## config.mk

```make
export PLATFORM = sky130hd
export DESIGN_NAME = websocket_frame_receiver
export DESIGN_NICKNAME = d
export VERILOG_FILES = /design/src/rtl/core/wsfr_pkg.sv /design/src/rtl/core/websocket_frame_receiver.sv /design/src/rtl/core/wsfr_parser.sv /design/src/rtl/core/wsfr_out_buf.sv
export SDC_FILE = /design/constraint.sdc
export NUM_CORES = 1
export LEC_CHECK = 0
export BUFFER_PORTS_ARGS = -buffer_cell sky130_fd_sc_hd__buf_2
export CORE_MARGIN = 4
export CORE_UTILIZATION = 30
export CTS_BUF_LIST = sky130_fd_sc_hd__clkbuf_16
export DETAILED_ROUTE_END_ITERATION = 10
export PLACE_DENSITY = 0.55
export SYNTH_ARGS = -nofsm -noshare
export SYNTH_HDL_FRONTEND = slang
export SYNTH_HIERARCHICAL = 1
export SYNTH_SLANG_ARGS = --single-unit
```

## constraint.sdc

```tcl
create_clock -name clock -period 6.3 [get_ports clock]
set_clock_uncertainty 0.05 [all_clocks]
set_input_delay 0.315 -clock clock [delete_from_list [all_inputs] [get_ports clock]]
set_output_delay 0.315 -clock clock [all_outputs]
set_load 0.005 [all_outputs]
```

## src/rtl/core/wsfr_pkg.sv

```systemverilog
package wsfr_pkg;

   // result event codes
   localparam logic [2:0] EV_HEADER   = 3'd0;
   localparam logic [2:0] EV_PAYLOAD  = 3'd1;
   localparam logic [2:0] EV_CLOSE    = 3'd2;
   localparam logic [2:0] EV_UNKNOWN  = 3'd3;
   localparam logic [2:0] EV_UNMASKED = 3'd4;
   localparam logic [2:0] EV_IGNORED  = 3'd5;

   typedef struct packed {
      logic [2:0] event_res;
      logic [7:0] payload_byte;
      logic [3:0] frame_opcode;
      logic       frame_end;
      logic       fin_clear;
   } result_type;

endpackage

```

## src/rtl/core/websocket_frame_receiver.sv

```systemverilog
// a byte's result item is registered in the output register, or in the skid entry while the output stalls
// throughput: one byte per cycle, sustained, as long as rsp_stall stays low
// a two-entry output buffer (output register plus skid) absorbs result back-pressure
// reset (synchronous, active high) returns the parser to expecting an opcode byte,
// clears length, count and masking key state and empties the output buffer
module websocket_frame_receiver
   import wsfr_pkg::*;
(
   input  logic       clock,
   input  logic       reset,
   input  logic       req_valid,
   output logic       req_stall,
   input  logic [7:0] req_data_byte,
   output logic       rsp_valid,
   input  logic       rsp_stall,
   output logic [2:0] rsp_event_res,
   output logic [7:0] rsp_payload_byte,
   output logic [3:0] rsp_frame_opcode,
   output logic       rsp_frame_end,
   output logic       rsp_fin_clear
);

   // an item is taken whenever the skid stage is empty
   logic       accept;
   result_type parse_result;
   result_type out_result;

   assign accept = req_valid && !req_stall;

   // frame header and payload parser: state moves only on an accepted item
   wsfr_parser u_parser (
      .clock     (clock),
      .reset     (reset),
      .in_accept (accept),
      .in_byte   (req_data_byte),
      .result    (parse_result)
   );

   // result register with skid entry, stall is registered so it never
   // depends combinationally on rsp_stall
   wsfr_out_buf u_out_buf (
      .clock      (clock),
      .reset      (reset),
      .in_valid   (req_valid),
      .in_stall   (req_stall),
      .in_result  (parse_result),
      .out_valid  (rsp_valid),
      .out_stall  (rsp_stall),
      .out_result (out_result)
   );

   // unpack the result item onto its ports
   assign rsp_event_res    = out_result.event_res;
   assign rsp_payload_byte = out_result.payload_byte;
   assign rsp_frame_opcode = out_result.frame_opcode;
   assign rsp_frame_end    = out_result.frame_end;
   assign rsp_fin_clear    = out_result.fin_clear;

endmodule

```

## src/rtl/core/wsfr_parser.sv

```systemverilog
module wsfr_parser
   import wsfr_pkg::*;
(
   input  logic       clock,
   input  logic       reset,
   input  logic       in_accept,
   input  logic [7:0] in_byte,
   output result_type result
);

   localparam logic [2:0] PH_OPCODE  = 3'd0;
   localparam logic [2:0] PH_LEN8    = 3'd1;
   localparam logic [2:0] PH_LEN16   = 3'd2;
   localparam logic [2:0] PH_LEN64   = 3'd3;
   localparam logic [2:0] PH_MASK    = 3'd4;
   localparam logic [2:0] PH_PAYLOAD = 3'd5;
   localparam logic [2:0] PH_ENDED   = 3'd6;

   localparam logic [3:0] OP_TEXT   = 4'h1;
   localparam logic [3:0] OP_BINARY = 4'h2;
   localparam logic [3:0] OP_CLOSE  = 4'h8;
   localparam logic [3:0] OP_PING   = 4'h9;
   localparam logic [3:0] OP_PONG   = 4'hA;

   logic [2:0]  phase_ff, phase_in;
   logic [3:0]  opcode_ff, opcode_in;
   logic [63:0] total_ff, total_in;
   logic [3:0]  hdr_cnt_ff, hdr_cnt_in;
   logic [7:0]  key_ff [4];
   logic        key_we;
   logic [63:0] seen_ff, seen_in;
   logic [3:0]  hdr_next;
   logic [63:0] seen_next;

   assign hdr_next  = hdr_cnt_ff + 4'd1;
   assign seen_next = seen_ff + 64'd1;

   always_comb begin
      phase_in   = phase_ff;
      opcode_in  = opcode_ff;
      total_in   = total_ff;
      hdr_cnt_in = hdr_cnt_ff;
      seen_in    = seen_ff;
      key_we     = 1'b0;
      result.event_res    = EV_HEADER;
      result.payload_byte = 8'd0;
      result.frame_end    = 1'b0;
      result.fin_clear    = 1'b0;
      unique case (phase_ff)
         PH_OPCODE: begin
            result.fin_clear = ~in_byte[7];
            opcode_in = in_byte[3:0];
            if (opcode_in == OP_TEXT || opcode_in == OP_BINARY ||
                opcode_in == OP_PING || opcode_in == OP_PONG) begin
               phase_in = PH_LEN8;
            end else if (opcode_in == OP_CLOSE) begin
               result.event_res = EV_CLOSE;
               phase_in = PH_ENDED;
            end else begin
               result.event_res = EV_UNKNOWN;
               phase_in = PH_ENDED;
            end
         end
         PH_LEN8: begin
            if (!in_byte[7]) begin
               result.event_res = EV_UNMASKED;
               phase_in = PH_ENDED;
            end else begin
               hdr_cnt_in = 4'd0;
               if (in_byte[6:0] == 7'd126) begin
                  total_in = 64'd0;
                  phase_in = PH_LEN16;
               end else if (in_byte[6:0] == 7'd127) begin
                  total_in = 64'd0;
                  phase_in = PH_LEN64;
               end else begin
                  total_in = {57'd0, in_byte[6:0]};
                  phase_in = PH_MASK;
               end
            end
         end
         PH_LEN16, PH_LEN64: begin
            total_in   = {total_ff[55:0], in_byte};
            hdr_cnt_in = hdr_next;
            if (hdr_next >= ((phase_ff == PH_LEN16) ? 4'd2 : 4'd8)) begin
               hdr_cnt_in = 4'd0;
               phase_in   = PH_MASK;
            end
         end
         PH_MASK: begin
            key_we     = 1'b1;
            hdr_cnt_in = hdr_next;
            if (hdr_next >= 4'd4) begin
               hdr_cnt_in = 4'd0;
               seen_in    = 64'd0;
               if (total_ff == 64'd0) begin
                  result.frame_end = 1'b1;
                  phase_in = PH_OPCODE;
               end else begin
                  phase_in = PH_PAYLOAD;
               end
            end
         end
         PH_PAYLOAD: begin
            result.event_res    = EV_PAYLOAD;
            result.payload_byte = in_byte ^ key_ff[seen_ff[1:0]];
            seen_in = seen_next;
            if (seen_next >= total_ff) begin
               result.frame_end = 1'b1;
               phase_in = PH_OPCODE;
            end
         end
         default: begin
            result.event_res = EV_IGNORED;
            phase_in = PH_ENDED;
         end
      endcase
      result.frame_opcode = opcode_in;
   end

   always_ff @(posedge clock) begin
      if (reset) begin
         phase_ff   <= PH_OPCODE;
         opcode_ff  <= 4'd0;
         total_ff   <= 64'd0;
         hdr_cnt_ff <= 4'd0;
         seen_ff    <= 64'd0;
         key_ff[0]  <= 8'd0;
         key_ff[1]  <= 8'd0;
         key_ff[2]  <= 8'd0;
         key_ff[3]  <= 8'd0;
      end else if (in_accept) begin
         phase_ff   <= phase_in;
         opcode_ff  <= opcode_in;
         total_ff   <= total_in;
         hdr_cnt_ff <= hdr_cnt_in;
         seen_ff    <= seen_in;
         if (key_we) begin
            key_ff[hdr_cnt_ff[1:0]] <= in_byte;
         end
      end
   end

endmodule

```

## src/rtl/core/wsfr_out_buf.sv

```systemverilog
module wsfr_out_buf
   import wsfr_pkg::*;
(
   input  logic       clock,
   input  logic       reset,
   input  logic       in_valid,
   output logic       in_stall,
   input  result_type in_result,
   output logic       out_valid,
   input  logic       out_stall,
   output result_type out_result
);

   result_type out_ff, out_in;
   result_type skid_ff, skid_in;
   logic       out_valid_ff, out_valid_in;
   logic       skid_valid_ff, skid_valid_in;
   logic       accept;
   logic       out_free;

   assign in_stall   = skid_valid_ff;
   assign accept     = in_valid && !skid_valid_ff;
   assign out_free   = !out_valid_ff || !out_stall;
   assign out_valid  = out_valid_ff;
   assign out_result = out_ff;

   always_comb begin
      out_in        = out_ff;
      out_valid_in  = out_valid_ff;
      skid_in       = skid_ff;
      skid_valid_in = skid_valid_ff;
      priority if (out_free && skid_valid_ff) begin
         // drain the skid entry first to keep order
         out_in        = skid_ff;
         out_valid_in  = 1'b1;
         skid_valid_in = 1'b0;
      end else if (out_free) begin
         out_in       = in_result;
         out_valid_in = accept;
      end else if (accept) begin
         skid_in       = in_result;
         skid_valid_in = 1'b1;
      end
   end

   always_ff @(posedge clock) begin
      if (reset) begin
         out_valid_ff  <= 1'b0;
         skid_valid_ff <= 1'b0;
      end else begin
         out_valid_ff  <= out_valid_in;
         skid_valid_ff <= skid_valid_in;
      end
      out_ff  <= out_in;
      skid_ff <= skid_in;
   end

endmodule

```

==> results.ini, run 1 <==
[status]
status = complete, no violations

[yosys]
synth-main-ff-cell = dfxtp_1
synth_top_cell_by_area = dfxtp_1
synth_area_mm2 = 0.0115
synth_edf_count = 66
synth-async-reset-ratio_pct = 0
syn_inst = 1300
synth.distinct_cells = 73
synth.top_cell.area_share_pct = 24.8
ys_ff_latch = 209
synth_warnings = 6
synthTopCellsByArea = dfxtp_1 (25%), edfxtp_1 (17%), ha_1 (7.4%)
postSynthAreaPerCell_um2 = 8.88
seq_area_frac_synth_pct = 41.9
synthesis.nets = 1380

[clocking]
clock_tree.root_cell = clkbuf_16
cts_buffer_depth = 3
cts_max_level = 1
cts_buffers = 25
cts_setup_buffers = 0
clock_latency_ns = 0.54
cts_tree = built
cts-hold-fix-buffers = 0
cts.sinks = 209
cts_resized = 0
cts.clk_slew.worst_paths_ns = 0.06

[floorplanning]
die_w_um = 204
io_pins = 31
die_y_um = 204
start_util_pct = 30.5
row_count = 71
dieArea_mm2 = 0.0417
core_area_mm2 = 0.0378

[pwr]
power_mw = 3.19
powerDensity_mw_per_mm2 = 247
p_leak_nw = 4.93
ir_drop_mv = 0.251

[global_route]
grt_max_degree = 72
grt_pass1_wl_um = 47700
busiest_layer = met2
met3_usage_pct = 1.70
use_met2_pct = 22.5
grt_usage_pct = 13.7
antenna_found_initial = 0
grt_use_met1_pct = 19.3
first_global_vias = 8996
overflow = 0

[cells_and_area]
final_common_cell = nand2_1
fin_util_pct = 34.1
layout.nets = 1379
n_antenna_cell = 0
drive_gt1_share_pct = 10.8
final_cell_mix = nand2_1 (153), dfxtp_1 (143), a21oi_1 (112), nor2_1 (94), nand3_1 (84)
syn2layout_area_growth_pct = 11.8
finish.instance_area_mm2 = 0.0129

[timing]
finalHoldViolCount = 0
fin_ws_ns = 1.59
fin_crit_ns = 4.71
fmax_mhz = 212
maxSlewViolCount = 0
rsz0062_at_grt = no
setup_viol = 0
worst_pin_slew_ns = 1.01
min_period_over_period_pct = 74.8
totalNegativeSetupSlack_ns = 0
relSlewSlack_pct = 32.6

[worst_hold_path]
hold_path_depth = 3
hold_class = input port to register
whs_endpoint = u_out_buf/in_stall
min_from = req_valid

[setup_path]
critPathMaxFanout = 10
worstSetupPathType = register to register
setup.worst_path.start_class = register
cpMostUsedCell = nor3_1
worst_path_max_delay_cell = nor4b_4
crit_arrival_ns = 5.07
critPathRequiredTime_ns = 6.66
reg2reg_depth = 15
crit_chain = nand3_1, nor4_1, nor4b_4, and3_1, and3_4, xor2_1, ha_1, nand4_1, or3_1, nor3_1, nand2_1, a21oi_1, nor3_1, o21ai_0, mux2_2
crit_family = simple AND/OR/NAND/NOR gates
ff2ff_setup_slack_ns = 1.59
max_stage_delay_ns = 0.69
reg2reg_from = u_parser/seen_ff[28]
r2r_end = u_out_buf/out_result[1]
critPathBufInv = 0
endpoint_kind = register

[detailed_routing]
antenna_left = 0
totalWireLength_um = 28900
dr.pass1.iters = 5
drt-initial-drc-count = 672
dr_total_vias = 9288
vias_per_cell = 5.08
wire_per_inst_um = 15.8
drc = 0

[placement]
gp_congestion = 0.796
dp_worst_setup_slack_ns = 1.58
io_buffers = 30
place_area_mm2 = 0.0122
hpwl_um = 19800

[job]
drv_cap = 0

sequential cells by signal, summed over array words and instances, names as in the netlist, 3 cells and up, named ones only:
name,cells
u_parser/seen_ff,64
u_parser/phase_ff,3
u_parser/hdr_cnt_ff,4
u_parser/key_ff,32
u_parser/total_ff,64
u_out_buf/skid_ff,17
u_out_buf/out_result,17
u_parser/opcode_ff,4
layer usage:
metal / wire (um) / share of wire [%]
met1: 13700 / 47
met2: 13400 / 46
met3: 1230 / 4.2
met4: 548 / 1.9
met5: 0 / 0
cell families after synthesis:
group / synth area share, %
buf+inv: 5.26
simple gates: 22.8
flops: 41.9
compound gates: 13.4
mux: 3.54
fa+ha+maj: 7.37
xor+xnor: 5.68
cells in the mapped netlist, types with 3 or more instances:
library cell	n
buf_2	7
o21ai_1	7
a22o_1	11
a22oi_1	20
edfxtp_1	66
ha_1	68
buf_1	3
a21oi_1	112
and4_1	8
nor3b_1	5
nor2_1	95
o21bai_1	3
clkbuf_1	55
a211oi_1	6
nor3_1	30
nand3_1	84
inv_1	77
or3_1	6
mux2_4	10
nor4_1	22
nand4_1	23
o31ai_1	6
o211ai_1	4
a31oi_1	11
xor2_1	33
mux4_2	8
mux2_2	7
and2_1	36
buf_4	4
dfxtp_1	143
a21o_1	9
and3_1	16
or2_2	7
and3_4	4
nor2b_1	4
xnor2_1	40
nand2_1	154
o21ai_0	51
nand3b_1	4
stage by stage:
stage	cells	hold slack, ns
3_5_place_dp	1783	0.394
2_1_floorplan	1300	0.334
4_1_cts	1829	0.00392
6_report	1829	0.0300
3_3_place_gp	1783	0.390
5_1_grt	1829	0.0620
power breakdown:
| part | internal [mW] | leakage (nW) | total, mW | switching [mW] |
|---|---|---|---|---|
| clock | 0.764 | 0.397 | 1.35 | 0.582 |
| combinational | 0.121 | 2.70 | 0.358 | 0.237 |
| sequential | 1.45 | 1.83 | 1.49 | 0.0403 |
| total | 2.33 | 4.93 | 3.19 | 0.859 |
cell type report:
class	instances	area (um2)
multi-input cells	942	6120
flip-flops and latches	209	4840
repair buffers	44	258
fillers	3952	24900
clock inverters	21	133
well taps	511	639
clock buffers	25	626
inverters	77	289
worst max path at each step:
stage / startpoint / endpoint / slack (ns) / depth (start not counted)
floorplan: u_parser/seen_ff[20] / u_parser/phase_ff[2] / 2.37 / 15
global placement: u_parser/seen_ff[28] / u_out_buf/out_result[1] / 1.64 / 15
detailed placement: u_parser/seen_ff[28] / u_out_buf/out_result[1] / 1.58 / 15
CTS: u_parser/seen_ff[28] / u_out_buf/out_result[1] / 1.59 / 15
global route: u_parser/seen_ff[27] / u_out_buf/out_result[1] / 1.19 / 15
finish: u_parser/seen_ff[28] / u_out_buf/out_result[1] / 1.59 / 15
tightest hold or removal path, delay by kind of cell:
family | cells | cell delay, ns
simple gates | 2 | 0.16
buf+inv | 1 | 0.09
No activity file was read; power rests on OpenSTA's default activity.
==> inputs of run 2 (changes only) <==
- PLACE_DENSITY: 0.55 -> 0.57
- clock period: 6.3 -> 4.15 ns (I/O delays scaled with it)
==> run 2 against run 1 <==
Effect of this change: clock power rose by 68%; combinational power rose by 52%; clock-buffer cell count rose by 1; first-iteration DRC count fell by 3.4%; die area did not move; design area rose by 5.1%; sequential power rose by 52%; wire length rose by 0.46%; worst setup slack got worse by 1.4 ns; final cell count rose by 3.3%; via count rose by 1.6%.
==> results.ini, run 2 (synthesis gave the netlist of run 1 again) <==
[timing]
relSlewSlack_pct = 33.8  ; +1.1 points
finalHoldViolCount = 0  ; unchanged
maxSlewViolCount = 0  ; unchanged
fin_crit_ns = 3.96  ; -0.750 ns
rsz0062_at_grt = yes
min_period_over_period_pct = 95.4  ; +21 points
fmax_mhz = 252  ; +19%
setup_viol = 0  ; unchanged
worst_pin_slew_ns = 0.994  ; -0.0172 ns

[global_route]
first_global_vias = 9210  ; +2.4%
grt_pass1_wl_um = 47600  ; -0.19%
grt_max_degree = 92  ; +28%
grt_usage_pct = 13.6  ; -0.087 points
antenna_found_initial = 0  ; unchanged
overflow = 0  ; unchanged

[setup_path]
crit_chain = nand4_1, or4_4, nor4b_4, and3_4, and3_4, xor2_1, ha_1, a21o_1, a21o_1, a21oi_1, o221ai_1, nor3_1, o21ai_1, mux2_2
crit_family = simple AND/OR/NAND/NOR gates
endpoint_kind = register
cp.depth = 14  ; -1
crit_arrival_ns = 4.19  ; -0.88 ns
critPathMaxFanout = 4  ; -6
reg2reg_from = u_parser/seen_ff[22]
ff2ff_setup_slack_ns = 0.19  ; -1.40 ns
critPathRequiredTime_ns = 4.38  ; -2.28 ns
reg2reg_depth = 14  ; -1
r2r_end = u_out_buf/out_result[1]
max_stage_delay_ns = 0.58  ; -0.11 ns
worstSetupPathType = register to register
critPathBufInv = 0  ; unchanged
worst_path_max_delay_cell = or4_4
setup.worst_path.start_class = register

[cells_and_area]
syn2layout_area_growth_pct = 17.5
final_cell_mix = nand2_1 (153), dfxtp_1 (142), a21oi_1 (110), nor2_1 (94), nand3_1 (84)
n_antenna_cell = 0  ; unchanged
drive_gt1_share_pct = 15.7  ; +4.9 points
largest_registers = u_parser/seen_ff: 64 flops, u_parser/total_ff: 64 flops, u_parser/key_ff: 32 flops
final_common_cell = nand2_1
layout.cells.non_filler = 1889  ; +3.3%
layout.nets = 1438  ; +4.3%

[worst_hold_path]
whs_endpoint = u_parser/total_ff[4]
min_from = req_data_byte[4]
hold_path_depth = 3  ; unchanged
hold_class = input port to register

[clocking]
cts.clk_slew.worst_paths_ns = 0.06  ; about the same
clock_tree.root_cell = clkbuf_16
cts_tree = built
cts_buffer_depth = 3  ; unchanged
cts_buffers = 26  ; +4.0%
cts_max_level = 1  ; unchanged
cts.sinks = 209  ; unchanged
clock_latency_ns = 0.53  ; about the same

[status]
status = complete, no violations

[detailed_routing]
vias_per_cell = 4.99  ; -1.7%
dr_total_vias = 9433  ; +1.6%
wire_per_inst_um = 15.4  ; -2.7%
totalWireLength_um = 29100  ; +0.46%
drc = 0  ; unchanged
drt-initial-drc-count = 649  ; -3.4%
antenna_left = 0  ; unchanged
dr.pass1.iters = 5  ; unchanged

[pwr]
ir_drop_mv = 0.226  ; -9.7%
power_mw = 5.07  ; +59%
p_leak_nw = 5.34  ; +8.2%
powerDensity_mw_per_mm2 = 374  ; +51%

[placement]
dpl.cell_count = 1835  ; +2.9%
gp_congestion = 0.810  ; +1.8%
hpwl_um = 20100  ; +1.7%
io_buffers = 30  ; unchanged

[job]
drv_cap = 0  ; unchanged

[floorplanning]
row_count = 71  ; unchanged
start_util_pct = 30.5  ; unchanged
io_pins = 31  ; unchanged
dieArea_mm2 = 0.0417  ; unchanged
die_y_um = 204  ; unchanged
die_w_um = 204  ; unchanged
core_area_mm2 = 0.0378  ; unchanged

==> run 2: cell count changes in the layout (fill, tap and decap cells not counted), moves of 3 or more <==
cell           change
dlygate4sd3_1      +4
nor3_2             +3
bufinv_16          +3
nor3_1             -3
buf_4             +53
==> run 2: routing by layer <==
metal  track usage [%]  routed length, um
met3              1.82               1100
met5                 0                  0
met2              22.3              13300
met1              19.2              14100
met4              3.21                600
==> run 2: worst max-delay path by stage <==
stage / from / end
2_1_floorplan: u_parser/seen_ff[20] / u_parser/phase_ff[2]
3_3_place_gp: u_parser/seen_ff[1] / u_out_buf/out_result[1]
3_5_place_dp: u_parser/seen_ff[1] / u_out_buf/out_result[1]
6_report: u_parser/seen_ff[22] / u_out_buf/out_result[1]
5_1_grt: u_parser/seen_ff[36] / u_out_buf/out_result[1]
4_1_cts: u_parser/seen_ff[1] / u_out_buf/out_result[1]
==> run 2: timing repair <==
action / 4_1_cts / 5_1_grt
buffers inserted: 0 / 2
endpoints found under the hold margin: 5 / 0
hold buffers: 4 / 0
setup endpoints to repair: 1 / 4
cloned: 0 / 0
pin swaps: 0 / 5
resized for setup: 1 / 23
==> run 2: layout make-up <==
| type | instances | area [um2] |
|---|---|---|
| Multi-Input combinational cell | 942 | 6220 |
| Tap cell | 511 | 639 |
| Sequential cell | 209 | 4850 |
| Clock inverter | 22 | 215 |
| Fill cell | 3868 | 24300 |
| Timing Repair Buffer | 102 | 707 |
| Clock buffer | 26 | 651 |
| Inverter | 77 | 289 |
==> run 2: power breakdown <==
group | switching (mW) | total, mW | internal [mW] | leakage [nW]
Combinational | 0.355 | 0.543 | 0.188 | 3.06
Clock | 0.882 | 2.27 | 1.39 | 0.440
Sequential | 0.0589 | 2.26 | 2.20 | 1.83
==> run 2: per-stage QoR <==
| stage | hold WS [ns] | utilization, % | setup slack [ns] | TNS (ns) | cell area [um2] |
|---|---|---|---|---|---|
| after floorplan | 0.227 | - | 0.221 | 0 | 11500 |
| after global placement | 0.391 | 33.1 | 0.0255 | 0 | 12500 |
| after detailed placement | 0.393 | 33.1 | -0.0469 | -0.0469 | 12500 |
| after CTS | 0.0194 | 35.5 | 0.00689 | 0 | 13500 |
| after global routing | 0.0518 | 35.9 | -0.0886 | -0.0886 | 13600 |
| final | 0.0331 | 35.9 | 0.189 | 0 | 13600 |
==> run 2: worst reg2reg max path, delay by kind of cell, from the launching register on <==
family	cells	cell delay, ns
AND/OR/NAND/NOR	6	1.80
AO/OA/AOI/OAI	5	0.79
flip-flops	1	0.34
multiplexers	1	0.29
adder cells (fa/ha/maj)	1	0.27
XOR/XNOR	1	0.18
==> inputs of run 3 (changes only) <==
- CTS_BUF_LIST: sky130_fd_sc_hd__clkbuf_16 -> sky130_fd_sc_hd__clkbuf_2
==> run 3 against run 2 <==
Effect of this change: flip-flop and latch count stayed put; worst hold slack better by 0.12 ns; sequential share of layout area increased by 0.66 points; global-route usage grew 0.29 points; fmax is 0.62% lower; core utilization down 0.62 points; die area stayed put; clock power down 36%; largest cell class unchanged; highest routed layer unchanged.
==> results.ini, run 3 (synthesis gave the netlist of run 1 again) <==
[setup_path]
critPathMaxFanout = 4  ; unchanged
ff2ff_setup_slack_ns = 0.16  ; -0.02 ns
crit_arrival_ns = 4.75  ; +0.56 ns
setup.worst_path.start_class = register
setup.worst_path.start = u_parser/seen_ff[16]
reg2reg_depth = 14  ; unchanged
critPathRequiredTime_ns = 4.91  ; +0.53 ns
r2r_end = u_parser/phase_ff[0]
worstSetupPathType = register to register
reg2reg_from = u_parser/seen_ff[16]
endpoint_kind = register

[job]
drv_cap = 0  ; unchanged

[timing]
fmax_mhz = 251  ; -0.62%
finalHoldViolCount = 0  ; unchanged
totalNegativeSetupSlack_ns = 0  ; unchanged
relSlewSlack_pct = 33.8  ; about the same
rsz0062_at_grt = yes
maxSlewViolCount = 0  ; unchanged
setup_viol = 0  ; unchanged
worst_pin_slew_ns = 0.993  ; -0.000440 ns
fin_ws_ns = 0.164  ; -0.0247 ns
fin_crit_ns = 3.99  ; +0.0247 ns
min_period_over_period_pct = 96.0  ; +0.59 points
holdWs_ns = 0.158  ; +0.125 ns

[global_route]
overflow = 0  ; unchanged
grt_max_degree = 92  ; unchanged
antenna_found_initial = 1  ; +1
grt_pass1_wl_um = 48300  ; +1.4%
first_global_vias = 9504  ; +3.2%
grt_usage_pct = 13.9  ; +0.29 points

[cells_and_area]
layout.nets = 1476  ; +2.6%
final_cell_mix = nand2_1 (152), dfxtp_1 (138), a21oi_1 (110), nor2_1 (94), clkbuf_2 (89)
largest_registers = u_parser/seen_ff: 64 flops, u_parser/total_ff: 64 flops, u_parser/key_ff: 32 flops
syn2layout_area_growth_pct = 15.4
fin_util_pct = 35.2  ; -0.62 points
drive_gt1_share_pct = 19.5  ; +3.8 points
final_common_cell = nand2_1

[clocking]
cts_max_level = 2  ; +1
cts.sinks = 209  ; unchanged
cts_tree = built
clock_tree.root_cell = clkbuf_2
cts_buffer_depth = 3  ; unchanged
cts_buffers = 56  ; +120%
clock_latency_ns = 0.89  ; +0.36 ns
cts.clk_slew.worst_paths_ns = 0.09  ; +0.03 ns

[detailed_routing]
antenna_left = 0  ; unchanged
drt-initial-drc-count = 590  ; -9.1%
dr_total_vias = 9625  ; +2.0%
wire_per_inst_um = 15.1  ; -1.6%
dr.pass1.iters = 5  ; unchanged
totalWireLength_um = 29600  ; +1.7%
vias_per_cell = 4.93  ; -1.3%
drc = 0  ; unchanged

[pwr]
ir_drop_mv = 0.153  ; -33%
power_mw = 4.27  ; -16%
p_leak_nw = 5.35  ; +0.25%
powerDensity_mw_per_mm2 = 320  ; -14%

[placement]
hpwl_um = 20100  ; unchanged
io_buffers = 30  ; unchanged
dp_worst_setup_slack_ns = -0.0469  ; unchanged
gp_congestion = 0.810  ; unchanged

[floorplanning]
io_pins = 31  ; unchanged
die_y_um = 204  ; unchanged
core_area_mm2 = 0.0378  ; unchanged
dieArea_mm2 = 0.0417  ; unchanged
row_count = 71  ; unchanged
start_util_pct = 30.5  ; unchanged
die_w_um = 204  ; unchanged

[worst_hold_path]
whs_endpoint = u_out_buf/in_stall
hold_class = input port to register
min_from = req_valid
hold_path_depth = 4  ; +1

[status]
status = complete, no violations

-- run 3: changes by cell type in the layout (fill, tap and decap cells not counted), moves of 2 or more --
cell           before  now
clkbuf_2            0   89
clkbuf_16          26    0
dlygate4sd3_1       4   12
bufinv_16           4    0
dfxtp_1           142  138
dfxtp_2             1    5
clkinv_1            5    8
clkinv_2            5    2
inv_1              80   77
inv_2               2    0
inv_6               0    2
nand3_1            84   82
nand3_2             0    2
-- run 3: how the worst max path moves through the flow --
stage / end / cells after the start / slack, ns
final: u_parser/phase_ff[0] / 14 / 0.16
after global routing: u_out_buf/out_result[1] / 16 / -0.08
after CTS: u_out_buf/out_result[1] / 18 / 0.08
after detailed placement: u_out_buf/out_result[1] / 16 / -0.05
after global placement: u_out_buf/out_result[1] / 16 / 0.03
after floorplan: u_parser/phase_ff[2] / 15 / 0.22
-- run 3: layer usage --
metal | GRT usage [%] | wire [um]
met1 | 19.0 | 13900
met2 | 22.4 | 13700
met3 | 2.30 | 1320
met4 | 4.67 | 624
met5 | 0 | 0
-- run 3: final cells by class --
type / count / area (um2)
Multi-Input combinational cell: 942 / 6250
Inverter: 77 / 289
Clock inverter: 13 / 66.3
Tap cell: 511 / 639
Clock buffer: 89 / 445
Fill cell: 3940 / 24500
Sequential cell: 209 / 4850
Timing Repair Buffer: 110 / 791
Antenna cell: 1 / 2.50
-- run 3: metrics by stage --
stage               cell area [um2]  cells
floorplan                     11500   1300
global placement              12500   1835
detailed placement            12500   1835
CTS                           13200   1949
global route                  13300   1952
finish                        13300   1952
-- run 3: power breakdown --
group	internal (mW)	leakage [nW]	switching, mW	total, mW
Sequential	2.19	1.84	0.0591	2.25
Clock	0.577	0.403	0.886	1.46
Combinational	0.193	3.11	0.358	0.551
-- run 3: worst max-delay path, stage by stage, from the launching register on --
cell	delay (ns)
dfxtp_1	0.34
nand4_1	0.15
or4_4	0.61
nor4b_4	0.40
and3_4	0.29
and3_4	0.20
xor2_1	0.18
ha_1	0.27
a21o_1	0.18
a21o_1	0.17
a21oi_1	0.17
o221ai_1	0.15
nor2_1	0.10
or4b_2	0.63
nand2_1	0.08
-- run 3: repair_timing --
item	CTS	global route
buffers inserted	0	2
endpoints found under the setup margin	1	4
gates resized for setup	4	31
cloned	0	0
hold buffers	12	0
hold endpoints to repair	110	0
pin swaps	0	14
